## config.mk

```make
export PLATFORM = sky130hd
export DESIGN_NAME = sql_statement_tokenizer_top
export DESIGN_NICKNAME = d
export VERILOG_FILES = /design/src/stt_pkg.sv /design/src/stt_lexer.sv /design/src/stt_result_fifo.sv /design/src/sql_statement_tokenizer_top.sv
export VERILOG_INCLUDE_DIRS = /design/src /design/src/src
export SDC_FILE = /design/constraint.sdc
export NUM_CORES = 1
export LEC_CHECK = 0
export ABC_AREA = 1
export BUFFER_PORTS_ARGS = -buffer_cell sky130_fd_sc_hd__buf_2
export CORE_UTILIZATION = 45
export CTS_CLUSTER_DIAMETER = 30
export CTS_CLUSTER_SIZE = 24
export DETAILED_ROUTE_END_ITERATION = 8
export HOLD_SLACK_MARGIN = 0.05
export SYNTH_ARGS = -nofsm -noshare
export SYNTH_HDL_FRONTEND = slang
export SYNTH_HIERARCHICAL = 1
export SYNTH_SLANG_ARGS = --single-unit
```

## constraint.sdc

```tcl
create_clock -name clk -period 5.56 [get_ports clk]
set_input_delay 0.834 -clock clk [delete_from_list [all_inputs] [get_ports clk]]
set_output_delay 0.834 -clock clk [all_outputs]
set_load 0.1 [all_outputs]
```

## src/sql_statement_tokenizer_top_macros.svh

```systemverilog
// Assertion macros shared by the tokenizer RTL.
`ifndef SQL_STATEMENT_TOKENIZER_TOP_MACROS_SVH
`define SQL_STATEMENT_TOKENIZER_TOP_MACROS_SVH

// Antecedent holds in a cycle, consequent must hold in the same cycle.
`define STT_ASSERT_SAME(label, clk, rst, ante, cons, msg) \
  label: assert property (@(posedge clk) disable iff (rst) (ante) |-> (cons)) else $error(msg);

// Antecedent holds in a cycle, consequent must hold in the following cycle.
`define STT_ASSERT_NEXT(label, clk, rst, ante, cons, msg) \
  label: assert property (@(posedge clk) disable iff (rst) (ante) |=> (cons)) else $error(msg);

`endif

```

## src/stt_pkg.sv

```systemverilog
// Shared types and token codes for the SQL statement tokenizer.
package stt_pkg;

  localparam int POS_BITS_DEFAULT  = 16;
  localparam int KEY_CHARS_DEFAULT = 8;

  localparam int OUT_POS_BITS = 16;
  localparam int RES_DEPTH    = 4;
  localparam int RES_PTR_W    = $clog2(RES_DEPTH);
  localparam int RES_CNT_W    = $clog2(RES_DEPTH + 1);

  localparam logic [4:0] KIND_IDENT  = 5'd16;
  localparam logic [4:0] KIND_INT    = 5'd17;
  localparam logic [4:0] KIND_STR    = 5'd18;
  localparam logic [4:0] KIND_STAR   = 5'd19;
  localparam logic [4:0] KIND_COMMA  = 5'd20;
  localparam logic [4:0] KIND_LPAREN = 5'd21;
  localparam logic [4:0] KIND_RPAREN = 5'd22;
  localparam logic [4:0] KIND_EQ     = 5'd23;
  localparam logic [4:0] KIND_LT     = 5'd24;
  localparam logic [4:0] KIND_GT     = 5'd25;
  localparam logic [4:0] KIND_END    = 5'd26;
  localparam logic [4:0] KIND_ERR    = 5'd27;

  localparam logic [1:0] CAUSE_NONE     = 2'd0;
  localparam logic [1:0] CAUSE_UNEXPECT = 2'd1;
  localparam logic [1:0] CAUSE_UNTERM   = 2'd2;
  localparam logic [1:0] CAUSE_TOO_LONG = 2'd3;

  typedef struct packed {
    logic [4:0]              kind;
    logic [OUT_POS_BITS-1:0] start_pos;
    logic [OUT_POS_BITS-1:0] span_len;
    logic [1:0]              error_cause;
    logic                    last_of_item;
  } result_t;

  // Results caused by one item, already packed to the front.
  typedef struct packed {
    logic [1:0] n;
    result_t    r0;
    result_t    r1;
  } res_pair_t;

  typedef struct packed {
    logic [RES_CNT_W-1:0] count;
    logic                 room;
  } fifo_status_t;

endpackage

```

## src/stt_lexer.sv

```systemverilog
// Lexer state and per-byte token decisions for the SQL statement tokenizer.
module stt_lexer #(
  parameter int POS_BITS  = stt_pkg::POS_BITS_DEFAULT,
  parameter int KEY_CHARS = stt_pkg::KEY_CHARS_DEFAULT
) (
  input  logic               clk,
  input  logic               rst,
  input  logic               fire,
  input  logic               func,
  input  logic [7:0]         char_in,
  output stt_pkg::res_pair_t results
);

  localparam int KW_CHARS = 8;
  localparam int WL_W     = $clog2(KEY_CHARS + 2);
  localparam int WIDE_W   = (POS_BITS > stt_pkg::OUT_POS_BITS) ? POS_BITS
                                                               : stt_pkg::OUT_POS_BITS;

  localparam logic [63:0] KW_TEXT [16] = '{
    "create", "database", "drop", "use", "table", "primary", "insert", "values",
    "select", "from", "where", "delete", "update", "set", "int", "string"
  };
  localparam logic [3:0] KW_LEN [16] = '{
    4'd6, 4'd8, 4'd4, 4'd3, 4'd5, 4'd7, 4'd6, 4'd6,
    4'd6, 4'd4, 4'd5, 4'd6, 4'd6, 4'd3, 4'd3, 4'd6
  };

  typedef enum logic [2:0] {
    MODE_IDLE, MODE_WORD, MODE_NUM, MODE_MINUS, MODE_STR, MODE_ERR
  } mode_t;

  mode_t               mode, mode_next;
  logic [POS_BITS-1:0] byte_count, byte_count_next;
  logic [POS_BITS-1:0] token_start, token_start_next;
  logic [WL_W-1:0]     word_letters, word_letters_next;
  logic [7:0]          letters [KW_CHARS];
  logic                letter_we;
  logic [2:0]          letter_idx;

  logic                a_v, b_v;
  stt_pkg::result_t    a_res, b_res;
  logic [4:0]          word_kind;
  logic                is_lower, is_digit, is_space;
  logic [POS_BITS-1:0] tok_len;

  function automatic logic [stt_pkg::OUT_POS_BITS-1:0] to_out(input logic [POS_BITS-1:0] v);
    logic [WIDE_W-1:0] w;
    w = WIDE_W'(v);
    return w[stt_pkg::OUT_POS_BITS-1:0];
  endfunction

  function automatic stt_pkg::result_t mk(input logic [4:0] kind,
                                          input logic [POS_BITS-1:0] pos,
                                          input logic [POS_BITS-1:0] len,
                                          input logic [1:0] cause);
    stt_pkg::result_t r;
    r.kind         = kind;
    r.start_pos    = to_out(pos);
    r.span_len     = to_out(len);
    r.error_cause  = cause;
    r.last_of_item = 1'b0;
    return r;
  endfunction

  assign is_lower = (char_in >= "a") && (char_in <= "z");
  assign is_digit = (char_in >= "0") && (char_in <= "9");
  assign is_space = (char_in == " ") || (char_in == 8'h09) || (char_in == 8'h0a) ||
                    (char_in == 8'h0d);
  assign tok_len  = byte_count - token_start;

  // The lowest keyword index wins; a word longer than any keyword never matches.
  always_comb begin
    logic hit;
    word_kind = stt_pkg::KIND_IDENT;
    for (int k = 15; k >= 0; k--) begin
      hit = (WL_W'(KW_LEN[k]) == word_letters);
      for (int i = 0; i < KW_CHARS; i++) begin
        if (4'(i) < KW_LEN[k]) begin
          hit = hit && (letters[i] == KW_TEXT[k][(KW_LEN[k] - 4'(i) - 4'd1) * 8 +: 8]);
        end
      end
      if (hit) begin
        word_kind = 5'(k);
      end
    end
  end

  always_comb begin
    logic start_req;
    mode_next         = mode;
    byte_count_next   = byte_count;
    token_start_next  = token_start;
    word_letters_next = word_letters;
    letter_we         = 1'b0;
    letter_idx        = word_letters[2:0];
    a_v               = 1'b0;
    b_v               = 1'b0;
    a_res             = mk(stt_pkg::KIND_ERR, byte_count, '0, stt_pkg::CAUSE_NONE);
    b_res             = a_res;
    start_req         = 1'b0;

    if (fire) begin
      if (func) begin
        case (mode)
          MODE_WORD: begin
            a_v   = 1'b1;
            a_res = mk(word_kind, token_start, tok_len, stt_pkg::CAUSE_NONE);
          end
          MODE_NUM: begin
            a_v   = 1'b1;
            a_res = mk(stt_pkg::KIND_INT, token_start, tok_len, stt_pkg::CAUSE_NONE);
          end
          MODE_MINUS: begin
            a_v   = 1'b1;
            a_res = mk(stt_pkg::KIND_ERR, token_start, '0, stt_pkg::CAUSE_UNEXPECT);
          end
          MODE_STR: begin
            a_v   = 1'b1;
            a_res = mk(stt_pkg::KIND_ERR, token_start, '0, stt_pkg::CAUSE_UNTERM);
          end
          default: begin
          end
        endcase
        // A reported error stands in for the end token.
        if (mode != MODE_ERR && mode != MODE_MINUS && mode != MODE_STR) begin
          b_v   = 1'b1;
          b_res = mk(stt_pkg::KIND_END, byte_count, '0, stt_pkg::CAUSE_NONE);
        end
        mode_next        = MODE_IDLE;
        byte_count_next  = '0;
        token_start_next = '0;
      end else if (mode != MODE_ERR) begin
        if (&byte_count) begin
          a_v       = 1'b1;
          a_res     = mk(stt_pkg::KIND_ERR, byte_count, '0, stt_pkg::CAUSE_TOO_LONG);
          mode_next = MODE_ERR;
        end else begin
          case (mode)
            MODE_WORD: begin
              if (is_lower) begin
                if (word_letters < WL_W'(KW_CHARS)) begin
                  letter_we = 1'b1;
                end
                if (word_letters <= WL_W'(KEY_CHARS)) begin
                  word_letters_next = word_letters + 1'b1;
                end
              end else begin
                a_v       = 1'b1;
                a_res     = mk(word_kind, token_start, tok_len, stt_pkg::CAUSE_NONE);
                start_req = 1'b1;
              end
            end
            MODE_NUM: begin
              if (!is_digit) begin
                a_v       = 1'b1;
                a_res     = mk(stt_pkg::KIND_INT, token_start, tok_len, stt_pkg::CAUSE_NONE);
                start_req = 1'b1;
              end
            end
            MODE_MINUS: begin
              if (is_digit) begin
                mode_next = MODE_NUM;
              end else begin
                a_v       = 1'b1;
                a_res     = mk(stt_pkg::KIND_ERR, token_start, '0, stt_pkg::CAUSE_UNEXPECT);
                mode_next = MODE_ERR;
              end
            end
            MODE_STR: begin
              if (char_in == "\"") begin
                a_v       = 1'b1;
                a_res     = mk(stt_pkg::KIND_STR, token_start, tok_len - 1'b1,
                               stt_pkg::CAUSE_NONE);
                mode_next = MODE_IDLE;
              end
            end
            default: begin
              start_req = 1'b1;
            end
          endcase

          // The byte that ends one token may open or complete the next.
          if (start_req) begin
            token_start_next = byte_count;
            mode_next        = MODE_IDLE;
            if (is_space) begin
              mode_next = MODE_IDLE;
            end else if (is_lower) begin
              letter_we         = 1'b1;
              letter_idx        = 3'd0;
              word_letters_next = WL_W'(1);
              mode_next         = MODE_WORD;
            end else if (is_digit) begin
              mode_next = MODE_NUM;
            end else if (char_in == "-") begin
              mode_next = MODE_MINUS;
            end else if (char_in == "\"") begin
              mode_next = MODE_STR;
            end else begin
              b_v = 1'b1;
              case (char_in)
                "*": b_res = mk(stt_pkg::KIND_STAR, byte_count, POS_BITS'(1),
                                stt_pkg::CAUSE_NONE);
                ",": b_res = mk(stt_pkg::KIND_COMMA, byte_count, POS_BITS'(1),
                                stt_pkg::CAUSE_NONE);
                "(": b_res = mk(stt_pkg::KIND_LPAREN, byte_count, POS_BITS'(1),
                                stt_pkg::CAUSE_NONE);
                ")": b_res = mk(stt_pkg::KIND_RPAREN, byte_count, POS_BITS'(1),
                                stt_pkg::CAUSE_NONE);
                "=": b_res = mk(stt_pkg::KIND_EQ, byte_count, POS_BITS'(1),
                                stt_pkg::CAUSE_NONE);
                "<": b_res = mk(stt_pkg::KIND_LT, byte_count, POS_BITS'(1),
                                stt_pkg::CAUSE_NONE);
                ">": b_res = mk(stt_pkg::KIND_GT, byte_count, POS_BITS'(1),
                                stt_pkg::CAUSE_NONE);
                default: begin
                  b_res     = mk(stt_pkg::KIND_ERR, byte_count, '0, stt_pkg::CAUSE_UNEXPECT);
                  mode_next = MODE_ERR;
                end
              endcase
            end
          end
          byte_count_next = byte_count + 1'b1;
        end
      end
    end
  end

  // Pack the results to the front and mark the final one of the item.
  always_comb begin
    results.n  = {1'b0, a_v} + {1'b0, b_v};
    results.r0 = a_v ? a_res : b_res;
    results.r1 = b_res;
    if (a_v && b_v) begin
      results.r1.last_of_item = 1'b1;
    end else begin
      results.r0.last_of_item = 1'b1;
    end
  end

  always_ff @(posedge clk) begin
    if (rst) begin
      mode        <= MODE_IDLE;
      byte_count  <= '0;
      token_start <= '0;
    end else begin
      mode        <= mode_next;
      byte_count  <= byte_count_next;
      token_start <= token_start_next;
    end
  end

  always_ff @(posedge clk) begin
    word_letters <= word_letters_next;
    if (letter_we) begin
      letters[letter_idx] <= char_in;
    end
  end

endmodule

```

## src/stt_result_fifo.sv

```systemverilog
// Small result queue that takes up to two tokens a cycle and gives one.
module stt_result_fifo (
  input  logic                  clk,
  input  logic                  rst,
  input  stt_pkg::res_pair_t    push,
  input  logic                  pop,
  output stt_pkg::result_t      head,
  output stt_pkg::fifo_status_t status
);

  stt_pkg::result_t                entries [stt_pkg::RES_DEPTH];
  logic [stt_pkg::RES_PTR_W-1:0]   wr_ptr, rd_ptr;
  logic [stt_pkg::RES_CNT_W-1:0]   count;
  logic [stt_pkg::RES_PTR_W-1:0]   wr_ptr_plus;

  assign wr_ptr_plus  = wr_ptr + 1'b1;
  assign head         = entries[rd_ptr];
  assign status.count = count;
  // Room for a full pair, so an item never has to be split.
  assign status.room  = count <= stt_pkg::RES_CNT_W'(stt_pkg::RES_DEPTH - 2);

  always_ff @(posedge clk) begin
    if (rst) begin
      wr_ptr <= '0;
      rd_ptr <= '0;
      count  <= '0;
    end else begin
      wr_ptr <= wr_ptr + stt_pkg::RES_PTR_W'(push.n);
      if (pop) begin
        rd_ptr <= rd_ptr + 1'b1;
      end
      count <= count + stt_pkg::RES_CNT_W'(push.n) - stt_pkg::RES_CNT_W'(pop);
    end
  end

  always_ff @(posedge clk) begin
    if (push.n != 2'd0) begin
      entries[wr_ptr] <= push.r0;
    end
    if (push.n == 2'd2) begin
      entries[wr_ptr_plus] <= push.r1;
    end
  end

endmodule

```

## src/sql_statement_tokenizer_top.sv

```systemverilog
// Top level of the SQL statement tokenizer: input register, lexer and result queue.
//
//   channel  direction  payload                                          beat
//   in       to block   func, char_in                                    one byte or end mark
//   out      from block kind, start_pos, span_len, error_cause, last_of_item  one token
//
// A beat is held in the input register until the queue has room, decided by the lexer and its
// tokens written into a four-entry result queue; a token passes the input register and
// the queue register before it appears. One input beat is taken per cycle while the queue has room
// for two tokens, so output stalls and two-token beats set the sustained rate.
// Synchronous reset clears the lexer mode, position counters and queue pointers.
`include "sql_statement_tokenizer_top_macros.svh"

module sql_statement_tokenizer_top #(
  parameter int POS_BITS  = stt_pkg::POS_BITS_DEFAULT,
  parameter int KEY_CHARS = stt_pkg::KEY_CHARS_DEFAULT
) (
  input  logic        clk,
  input  logic        rst,
  input  logic        in_valid,
  output logic        in_stall,
  input  logic        func,
  input  logic [7:0]  char_in,
  output logic        out_valid,
  input  logic        out_stall,
  output logic [4:0]  kind,
  output logic [15:0] start_pos,
  output logic [15:0] span_len,
  output logic [1:0]  error_cause,
  output logic        last_of_item
);

  logic                  item_valid, item_valid_next;
  logic                  item_func;
  logic [7:0]            item_char;
  logic                  advance;
  logic                  in_accept;
  logic                  pop;
  stt_pkg::res_pair_t    results;
  stt_pkg::result_t      head;
  stt_pkg::fifo_status_t fifo_status;

  assign advance         = item_valid && fifo_status.room;
  assign in_stall        = item_valid && !fifo_status.room;
  assign in_accept       = in_valid && !in_stall;
  assign item_valid_next = in_accept || (item_valid && !advance);

  always_ff @(posedge clk) begin
    if (rst) begin
      item_valid <= 1'b0;
    end else begin
      item_valid <= item_valid_next;
    end
  end

  always_ff @(posedge clk) begin
    if (in_accept) begin
      item_func <= func;
      item_char <= char_in;
    end
  end

  stt_lexer #(
    .POS_BITS  (POS_BITS),
    .KEY_CHARS (KEY_CHARS)
  ) u_lexer (
    .clk     (clk),
    .rst     (rst),
    .fire    (advance),
    .func    (item_func),
    .char_in (item_char),
    .results (results)
  );

  stt_result_fifo u_fifo (
    .clk    (clk),
    .rst    (rst),
    .push   (results),
    .pop    (pop),
    .head   (head),
    .status (fifo_status)
  );

  assign out_valid    = fifo_status.count != '0;
  assign pop          = out_valid && !out_stall;
  assign kind         = head.kind;
  assign start_pos    = head.start_pos;
  assign span_len     = head.span_len;
  assign error_cause  = head.error_cause;
  assign last_of_item = head.last_of_item;

  `STT_ASSERT_SAME(a_stall_only_when_held, clk, rst, in_stall, item_valid, "stall without a held beat")
  `STT_ASSERT_SAME(a_pair_kept_whole, clk, rst, out_valid && !last_of_item, fifo_status.count >= 2, "first token of a pair without its partner")
  `STT_ASSERT_NEXT(a_push_shows, clk, rst, advance && results.n != 2'd0, out_valid, "pushed token not presented")
  `STT_ASSERT_SAME(a_end_clean, clk, rst, out_valid && kind == stt_pkg::KIND_END, error_cause == stt_pkg::CAUSE_NONE && span_len == '0, "end token carries a cause or length")

endmodule

```

Word-level counts from Yosys, hierarchy flattened. Memory sizes are Yosys's and may differ from the RTL's. A register that Yosys moved wholly into a read port is not among the register bits. Cells that the tools add are included.

Bits in registers: 56. Bits in latches: 0. RAM bits: 224. Bits in read-only memories: 0. Output and inout bits: 42. Memories kept: 2.

$add $sub $neg: 10. Multipliers: 0. Divide/modulo/power cells: 0. Magnitude comparators: 7. Equality and inequality tests: 80. Shifts and indexed selects: 0. Mux-type cells: 117. Bitwise gates (word level): 2. Reductions and logical operators: 115.

Memories: u_fifo.entries (depth 4, bits a word 40, read ports 1, clocked after Yosys merged registers in 1, wr ports 2, RTL line stt_result_fifo.sv:11) `stt_pkg::result_t entries [stt_pkg::RES_DEPTH];`; u_lexer.letters (depth 8, bits a word 8, read ports 8, clocked after Yosys merged registers in 0, wr ports 1, RTL line stt_lexer.sv:36) `logic [7:0] letters [KW_CHARS];`.

Operators with widths (count): 2-to-1 mux 40 bit (16); equality test 8 x 7 -> 1 bit (second input constant) (51); one-hot mux 40 bit (4 select lines) (2); one-hot mux 39 bit (7 select lines) (1); 2-to-1 mux 16 bit (7); logical AND 1 bit (93); equality test 8 x 6 -> 1 bit (second input constant) (10); 2-to-1 mux 5 bit (16); 2-to-1 mux 39 bit (2); 2-to-1 mux 3 bit (19); 2-to-1 mux 1 bit (41); 2-to-1 mux 36 bit (1); 2-to-1 mux 35 bit (1); equality test 8 x 4 -> 1 bit (second input constant) (3); 2-to-1 mux 4 bit (6); adder 16 x 1 -> 16 bit (second input constant) (1); equality test 3 x 4 -> 1 bit (first input constant) (4); AND reduction 16 bit (1); subtractor 16 x 1 -> 16 bit (second input constant) (1); subtractor 16 bit (1); AND reduction 4 bit (3); greater-or-equal comparator 8 x 6 -> 1 bit (second input constant) (1); greater-or-equal comparator 8 x 7 -> 1 bit (second input constant) (1); <= comparator 8 x 6 -> 1 bit (second input constant) (1); 33 further kinds (48).

Longest topological paths before layout. Gate-level depths: netlist (run 1). An unclocked memory read counts as a cell.

Word-level depth: 32. Depth in mapped cells: 23. Gate-level depth less buffers: 20.

Modules after synthesis. Netlist (run 1), hierarchy kept.

Modules (own cells, without submodules): stt_lexer (instances 1, cells an instance 1338, area each 8848.5 um^2, seq. area each 2742.6 um^2); stt_result_fifo (instances 1, cells an instance 928, area each 8609.5 um^2, seq. area each 4984.8 um^2); sql_statement_tokenizer_top (instances 1, cells an instance 22, area each 342.8 um^2, seq. area each 290.3 um^2).

Worst setup path after synthesis (run 1). Ideal clock, no wire load.

Kind: register to register. From: reg item_char[0]. To: mem u_fifo/entries[0][0] (netlist name), enable pin. Library setup time: 0.530 ns. Data arrival time: 3.444 ns. Required time: 5.030 ns. Setup slack: 1.586 ns. Stages on the path, launching flop included: 20. Path buffers: 3. Clock period less this slack: 3.974 ns. Cells stage by stage: edfxtp_1 -> inv_1 -> nand2_1 -> nor2_2 -> nor2_1 -> nand2_2 -> nand2_4 -> nand2_4 -> o21ai_4 -> nor2_4 -> nand2_1 -> nand2_4 -> inv_4 -> buf_8 -> buf_6 -> ha_1 -> inv_1 -> nand4_4 -> clkbuf_1 -> nand2_1.

RTL lines: start: declaration (RTL line sql_statement_tokenizer_top.sv:35) `logic [7:0] item_char;`; start signal: assignment (RTL line sql_statement_tokenizer_top.sv:59) `item_char <= char_in;`; end: declaration (RTL line stt_result_fifo.sv:11).

==> flow_summary.toml, run 1 <==
[finish]
antennaDiodeCount = 0
layout.cell_area.non_filler_um2 = 20400
areaGrowthSynthToFinish_pct = 14.4
finish.utilization_pct = 52.4
final-instance-count-excl-fill = 2896
design.final.nets = 2367
final_layout_size_suffix_gt1_share_pct = 11.6

[timing]
hold_viol = 0
clock-skew-final_ns = 0.0533
finalWorstPathRequiredPeriod_ns = 4.35
period_share_pct = 78.3
worst_pin_slew_ns = 0.996
hold_ws_ns = 0.388
postLayoutSetupSlackWorst_ns = 1.21
timing.slew.headroom_pct = 33.6
tns_ns = 0
final_count_of_negative_setup_slack_endpoints = 0
drv_slew = 0
max_freq_mhz = 230
rsz0062_at_grt = "no"

[synth]
synth_edf_count = 237
synth-main-ff-cell = "sky130_fd_sc_hd__edfxtp_1"
synth_top_cells_by_area = "sky130_fd_sc_hd__edfxtp_1 (40%), sky130_fd_sc_hd__nand2_1 (11%), sky130_fd_sc_hd__inv_1 (6.8%), sky130_fd_sc_hd__o21ai_0 (5.2%), sky130_fd_sc_hd__dfxtp_1 (5.1%)"
async_flop_share_pct = 0
library_cell_with_the_largest_summed_area_after_synthesis = "sky130_fd_sc_hd__edfxtp_1"
postSynthRegisterBits = 282
netlist_instances = 2288
yosys.area.top_type_share_pct = 40.0
synthesis.yosys.warnings = 6
yosys.cell_types.count = 57
synth_area_per_cell_um2 = 7.78
netlist_area_um2 = 17800
synth_sequential_area_ratio_pct = 45.0

[job]
cap_viol_max_count = 0

[min_path]
min-delay-path-class = "in2reg"
timing.hold.worst.start = "func"

[global_routing]
first_global_vias = 14910
wire_length_of_the_first_global_routing_pass_mm = 84.1
number_of_antenna_violations_at_the_first_check_in_global_routing = 0
top_usage_layer = "met1"
grt_util_all_layers_pct = 26.7
groute.layer.met3.usage_pct = 4.68
met1_track_usage_gr_pct = 39.9
grt.overflow.total = 0
grt_max_degree = 81
gr-usage-met2_pct = 39.1

[cts]
holdBufCountCts = 0
clock_tree.htree_level_count = 2
clkTransAtPathRegs_ns = 0.05
insertion_delay_ns = 0.62
clock_buffers_created_by_tritoncts = 61
post-cts-setup-buffer-count = 0
tritoncts = "done"
tritoncts_num_sinks = 282
clockBufferDepth = 3
cts_resized = 0
cts_root_buf = "sky130_fd_sc_hd__clkbuf_16"

[detailed_routing]
drc_marker_count_from_the_first_detailed_route_iteration = 1618
dr_total_vias = 15845
routedWlPerCell_um = 18.5
detail_route.first_pass.iterations = 6
antenna_left = 0
wirelength_mm = 53.5
vias_per_cell = 5.47
drc_errors = 0

[die]
die_y_um = 201
placeableCoreArea_um2 = 38800
die_boundary_width_um = 201
num_rows = 72
start_util_pct = 45.8
ios = 55
die-area_um2 = 40400

[setup_path]
worstSetupStartpoint = "u_lexer/byte_count[1]$_SDFFE_PP0P_"
crit_path_max_fanout = 27
timing_worst_setup_path_type = "reg2reg"
element_type_at_the_critical_path_end = "flop"
worst_ep_arrival_time_ns = 4.58
cp-start-kind = "flop"
required_ns = 5.78
regToRegStartpoint = "u_lexer/byte_count[1]$_SDFFE_PP0P_"

[power_and_ir_drop]
power.leakage_nw = 8.00
total_power_mw = 9.62
worst_ir_drop_vdd_uv = 270
power-per-cell-area_nw_per_um2 = 472

[outcome]
outcome = "finished, final reports clean"

[placed_design]
place_congestion = 0.931
detailed_place_hpwl_mm = 38.4
placedInstanceArea_um2 = 18300
place_inst = 2781
placement.io_buffers = 54
minimum_setup_slack_after_placement_ns = 1.29
==> synth_stat cells, drive strengths merged (2+ instances only) <==
library cell and n:
o211ai 58, edfxtp 237, fa 2, nor4 14, dfxtp 45, nand4 53
a21oi 144, or2 2, conb 2, and2 3, xor2 8, ha 26
o21ai 263, a211oi 8, o22ai 5, nor2 210, a31oi 19, nand3 114
nand2 554, nor3 47, nand3b 6, xnor2 3, buf 78, and3 2
o31ai 5, inv 341, clkbuf 35
==> final timing paths <==
path | depth (start not counted) | slack (ns) | endpoint
min | 1 | 0.39 | item_func$_DFFE_PP_
min reg2reg | 2 | 0.48 | flop
max | 18 | 1.21 | u_fifo/entries[3][36]$_DFFE_PP_
max reg2reg | 18 | 1.21 | u_fifo/entries[3][36]$_DFFE_PP_
==> cell usage in the layout (no fill, tap or decap), drive strengths merged <==
master	Yosys	routed
o21ai	263	263
nand3	114	114
nor2	210	210
edfxtp	237	237
a211oi	8	8
nor3	47	47
o31ai	5	5
fa	2	2
clkinv	1	18
clkbuf	35	73
nand2	554	554
buf	78	73
dfxtp	45	45
ha	26	26
conb	2	17
clkinvlp	0	8
o211ai	58	58
nor3b	1	1
xor2	8	8
xnor2	3	3
bufinv	0	7
a31oi	19	19
nor4	14	14
inv	341	351
or2	2	2
o22ai	5	5
nor2b	1	1
a32oi	1	1
and3	2	2
nand3b	6	6
and2	3	3
nand4	53	53
a21oi	144	144
==> routing by layer <==
metal	wire (um)	share of wire, %	up-vias
met5	0	0	-
met4	1100	2.1	0
met3	3940	7.4	77
met2	22600	42	576
met1	25800	48	7443
li1	-	-	7749
==> power breakdown <==
part | switching [mW] | leakage (nW) | internal, mW | total (mW)
clock | 1.23 | 1.01 | 2.40 | 3.63
sequential | 0.127 | 2.53 | 2.57 | 2.69
combinational | 2.65 | 4.46 | 0.638 | 3.29
total | 4.01 | 8.00 | 5.60 | 9.62
==> state kept, by name (all words and copies together), names as in the netlist, 2 cells and up, named ones only <==
| register | flops |
|---|---|
| u_fifo/entries | 160 |
| u_lexer/letters | 64 |
| u_lexer/byte_count | 16 |
| u_lexer/token_start | 16 |
| item_char | 8 |
| u_lexer/word_letters | 4 |
| u_fifo/count | 3 |
| u_lexer/mode | 3 |
| u_fifo/rd_ptr | 2 |
| u_fifo/wr_ptr | 2 |
==> cell type report <==
type                            count  area (um2)
Clock buffer                       73        1600
Multi-Input combinational cell   1566        7880
Fill cell                        3700       18500
Tap cell                          518         648
Sequential cell                   282        8020
Clock inverter                     42         502
Inverter                          342        1290
Timing Repair Buffer               73         413
==> worst max-delay path, stage by stage (launching register included) <==
cell and delay [ns]:
sky130_fd_sc_hd__dfxtp_1 0.51, sky130_fd_sc_hd__ha_1 0.27, sky130_fd_sc_hd__nand4_1 0.16, sky130_fd_sc_hd__nor2_1 0.12, sky130_fd_sc_hd__nand2_1 0.11, sky130_fd_sc_hd__nor2_2 0.12
sky130_fd_sc_hd__nand2_1 0.13, sky130_fd_sc_hd__nor2_4 0.18, sky130_fd_sc_hd__nand4_4 0.19, sky130_fd_sc_hd__nand2_2 0.15, sky130_fd_sc_hd__inv_1 0.08, sky130_fd_sc_hd__nand3_1 0.12
sky130_fd_sc_hd__a21oi_1 0.13, sky130_fd_sc_hd__ha_1 0.47, sky130_fd_sc_hd__inv_1 0.13, sky130_fd_sc_hd__nand2_1 0.14, sky130_fd_sc_hd__nand3_1 0.10, sky130_fd_sc_hd__nand2_2 0.34
sky130_fd_sc_hd__buf_4 0.47
==> cell families after synthesis <==
logic type,count (synthesis),synth area share (%)
AND/OR/NAND/NOR,1007,25.0
AO/OA/AOI/OAI,503,16.2
buffers and inverters,455,11.1
flip-flops,282,45.0
adder cells (fa/ha/maj),28,2.05
XOR/XNOR,11,0.541
other,2,0.0422
No activity file was read; power rests on OpenSTA's default activity.
==> run 2: changes to the inputs <==
--- a/config.mk
+++ b/config.mk
@@ -6,7 +6,7 @@
 export SDC_FILE = /design/constraint.sdc
 export NUM_CORES = 1
 export LEC_CHECK = 0
-export ABC_AREA = 1
+export ABC_AREA = 0
 export BUFFER_PORTS_ARGS = -buffer_cell sky130_fd_sc_hd__buf_2
 export CORE_UTILIZATION = 45
 export CTS_CLUSTER_DIAMETER = 30
==> constraint.sdc (replaced) <==
create_clock -name clk -period 3.6 [get_ports clk]
set_input_delay 0.54 -clock clk [delete_from_list [all_inputs] [get_ports clk]]
set_output_delay 0.54 -clock clk [all_outputs]
set_load 0.1 [all_outputs]
==> flow_summary.toml, run 2 <==
[power_and_ir_drop]
worst_ir_drop_vdd_uv = 530
total_power_mw = 12.4
power.leakage_nw = 7.27
power-per-cell-area_nw_per_um2 = 616

[die]
placeableCoreArea_um2 = 35500
die_boundary_width_um = 191
die_y_um = 191
ios = 55
start_util_pct = 45.5
die-area_um2 = 36700
num_rows = 69

[min_path]
timing.hold.worst.start = "char_in[2]"
min_to = "item_char[2]$_DFFE_PP_"
holdPathStages = 1
min-delay-path-class = "in2reg"

[outcome]
outcome = "finished, final reports clean"

[finish]
final_layout_size_suffix_gt1_share_pct = 36.0
largest_registers = "u_fifo/entries x160, u_lexer/letters x64"
largest-register = "u_fifo/entries"
antennaDiodeCount = 0
design.final.nets = 1543
most-common-layout-cells = "sky130_fd_sc_hd__edfxtp_1 (237), sky130_fd_sc_hd__mux2_2 (125), sky130_fd_sc_hd__buf_4 (112), sky130_fd_sc_hd__nor2_1 (112), sky130_fd_sc_hd__nand2_1 (73)"
largest_register_ffs = 160
layout.cell_area.non_filler_um2 = 20100
mostFrequentLayoutCell = "sky130_fd_sc_hd__edfxtp_1"
areaGrowthSynthToFinish_pct = 24.2

[cts]
tritoncts_num_sinks = 282
clockBufferDepth = 3
clkTransAtPathRegs_ns = 0.05
cts_root_buf = "sky130_fd_sc_hd__clkbuf_16"
tritoncts = "done"
clock_tree.htree_level_count = 2
clock_buffers_created_by_tritoncts = 60
insertion_delay_ns = 0.62
holdBufCountCts = 0

[synth]
postSynthRegisterBits = 282
synth_area_per_cell_um2 = 12.2
synth_commonest_cells = "sky130_fd_sc_hd__edfxtp_1 (237), sky130_fd_sc_hd__mux2_2 (131), sky130_fd_sc_hd__nor2_1 (115), sky130_fd_sc_hd__nand2_1 (74), sky130_fd_sc_hd__a21oi_1 (62)"
post-synth-top-count-cell = "sky130_fd_sc_hd__edfxtp_1"
async_flop_share_pct = 0
yosys.cell_types.count = 91
netlist_area_um2 = 16200
synth_edf_count = 237
synth_top_cells_by_area = "sky130_fd_sc_hd__edfxtp_1 (44%), sky130_fd_sc_hd__mux2_2 (9.1%), sky130_fd_sc_hd__dfxtp_1 (5.6%), sky130_fd_sc_hd__mux4_2 (5.6%), sky130_fd_sc_hd__mux2_4 (3.6%)"
library_cell_with_the_largest_summed_area_after_synthesis = "sky130_fd_sc_hd__edfxtp_1"
netlist_instances = 1320
synth-main-ff-cell = "sky130_fd_sc_hd__edfxtp_1"
synth_sequential_area_ratio_pct = 49.6
synthesis.yosys.warnings = 6
yosys.area.top_type_share_pct = 44.0

[job]
cap_viol_max_count = 0

[detailed_routing]
antenna_left = 0
drc_marker_count_from_the_first_detailed_route_iteration = 965
wirelength_mm = 41.5
detail_route.first_pass.iterations = 5
drc_errors = 0
dr_total_vias = 11562
vias_per_cell = 5.74
routedWlPerCell_um = 20.6

[timing]
worst_pin_slew_ns = 1.03
hold_viol = 0
period_share_pct = 98.0
clock-skew-final_ns = 0.0485
timing.slew.headroom_pct = 29.5
max_freq_mhz = 283
final_count_of_negative_setup_slack_endpoints = 0
tns_ns = 0
drv_slew = 0
finalWorstPathRequiredPeriod_ns = 3.53
rsz0062_at_grt = "yes"

[setup_path]
regToRegStartpoint = "item_char[2]$_DFFE_PP_"
element_type_at_the_critical_path_end = "flop"
timing_worst_setup_path_type = "reg2reg"
cp-start-kind = "flop"
reg2reg_setup_slack_ns = 0.07
required_ns = 3.94
crit_path_max_fanout = 11
worstRegToRegCells = 12
critical_path.reg2reg.endpoint = "u_fifo/entries[3][37]$_DFFE_PP_"
worst_ep_arrival_time_ns = 3.87

[placed_design]
place_congestion = 0.935
detailed_place_hpwl_mm = 28.8
placedInstanceArea_um2 = 17600
placement.io_buffers = 54

[global_routing]
grt.overflow.total = 0
first_global_vias = 11193
top_usage_layer = "met2"
groute.layer.met3.usage_pct = 3.95
gr-usage-met2_pct = 35.3
wire_length_of_the_first_global_routing_pass_mm = 63.1
grt_max_degree = 45
number_of_antenna_violations_at_the_first_check_in_global_routing = 0
met1_track_usage_gr_pct = 31.4
grt_util_all_layers_pct = 22.5
-- run 2: cell count changes in the layout (fill, tap and decap cells not counted), moves of 51 or more --
cell / change
sky130_fd_sc_hd__mux2_2: +125
sky130_fd_sc_hd__buf_4: +93
sky130_fd_sc_hd__o21ai_1: -51
sky130_fd_sc_hd__nor2_1: -80
sky130_fd_sc_hd__a21oi_1: -84
sky130_fd_sc_hd__nand3_1: -80
sky130_fd_sc_hd__inv_1: -281
sky130_fd_sc_hd__nand2_1: -461
sky130_fd_sc_hd__o21ai_0: -142
-- run 2: stage by stage --
| stage | hold slack, ns | utilization [%] | setup slack (ns) | cells |
|---|---|---|---|---|
| global placement | 0.492 | 49.7 | 0.0702 | 1878 |
| finish | 0.102 | 56.6 | 0.0719 | 2013 |
| floorplan | 0.474 | - | 0.0217 | 1335 |
| global route | 0.0716 | 56.6 | -0.00928 | 2013 |
| CTS | 0.0593 | 55.5 | 0.00691 | 1990 |
| detailed placement | 0.510 | 49.7 | 0.0329 | 1878 |
-- run 2: power breakdown --
group          internal [mW]  switching, mW  total, mW
Combinational          0.882           2.24       3.12
Sequential              3.73          0.136       3.86
Clock                   3.54           1.84       5.37
Total                   8.15           4.21       12.4
-- run 2: logic make-up after synthesis --
group / share of synthesized area [%]
flops: 49.6
compound gates: 8.58
buf+inv: 4.42
mux: 19.2
fa+ha+maj: 2.26
simple gates: 14.1
xor+xnor: 1.74
other cells: 0.0465
-- run 2: how the worst max path moves through the flow --
stage | startpoint | to | slack, ns | depth (start not counted)
after floorplan | item_char[4]$_DFFE_PP_ | u_fifo/entries[0][0]$_DFFE_PP_ | 0.02 | 12
after global placement | item_char[3]$_DFFE_PP_ | u_fifo/entries[3][25]$_DFFE_PP_ | 0.07 | 12
after detailed placement | item_char[0]$_DFFE_PP_ | u_fifo/entries[1][22]$_DFFE_PP_ | 0.03 | 12
after CTS | item_char[4]$_DFFE_PP_ | u_fifo/entries[3][18]$_DFFE_PP_ | 0.007 | 11
after global routing | item_char[4]$_DFFE_PP_ | u_fifo/entries[3][37]$_DFFE_PP_ | -0.009 | 11
final | item_char[2]$_DFFE_PP_ | u_fifo/entries[3][37]$_DFFE_PP_ | 0.07 | 12
-- run 2: layout make-up --
type | count | area [um2]
fillers | 2889 | 15400
flip-flops and latches | 282 | 8020
multi-input cells | 926 | 7680
clock buffers | 75 | 1670
repair buffers | 191 | 1590
well taps | 461 | 577
clock inverters | 37 | 387
inverters | 41 | 154
-- run 2: worst max-delay path, cell delays in order, from the launching register on --
cell                        delay (ns)
sky130_fd_sc_hd__edfxtp_1         0.47
sky130_fd_sc_hd__buf_6            0.19
sky130_fd_sc_hd__nor3b_1          0.17
sky130_fd_sc_hd__o21ai_1          0.12
sky130_fd_sc_hd__a211o_1          0.30
sky130_fd_sc_hd__a21o_1           0.20
sky130_fd_sc_hd__nor3b_2          0.19
sky130_fd_sc_hd__a32oi_1          0.19
sky130_fd_sc_hd__nor2b_2          0.09
sky130_fd_sc_hd__ha_4             0.27
sky130_fd_sc_hd__and4bb_4         0.50
sky130_fd_sc_hd__clkbuf_16        0.22
sky130_fd_sc_hd__mux2_2           0.34
-- run 2: routing by layer --
metal  vias up  share of wire (%)  wire [um]
met4         0                2.2        912
met1      5719                 47      19500
met2       362                 46      19000
met3        57                5.2       2150
met5         -                  0          0
li1       5424                  -          -
-- run 2: repair_timing --
item | in CTS | in global routing
gates cloned | 0 | 4
pin swaps | 0 | 10
endpoints found under the setup margin | 58 | 219
setup buffers | 0 | 19
resized for setup | 2 | 38
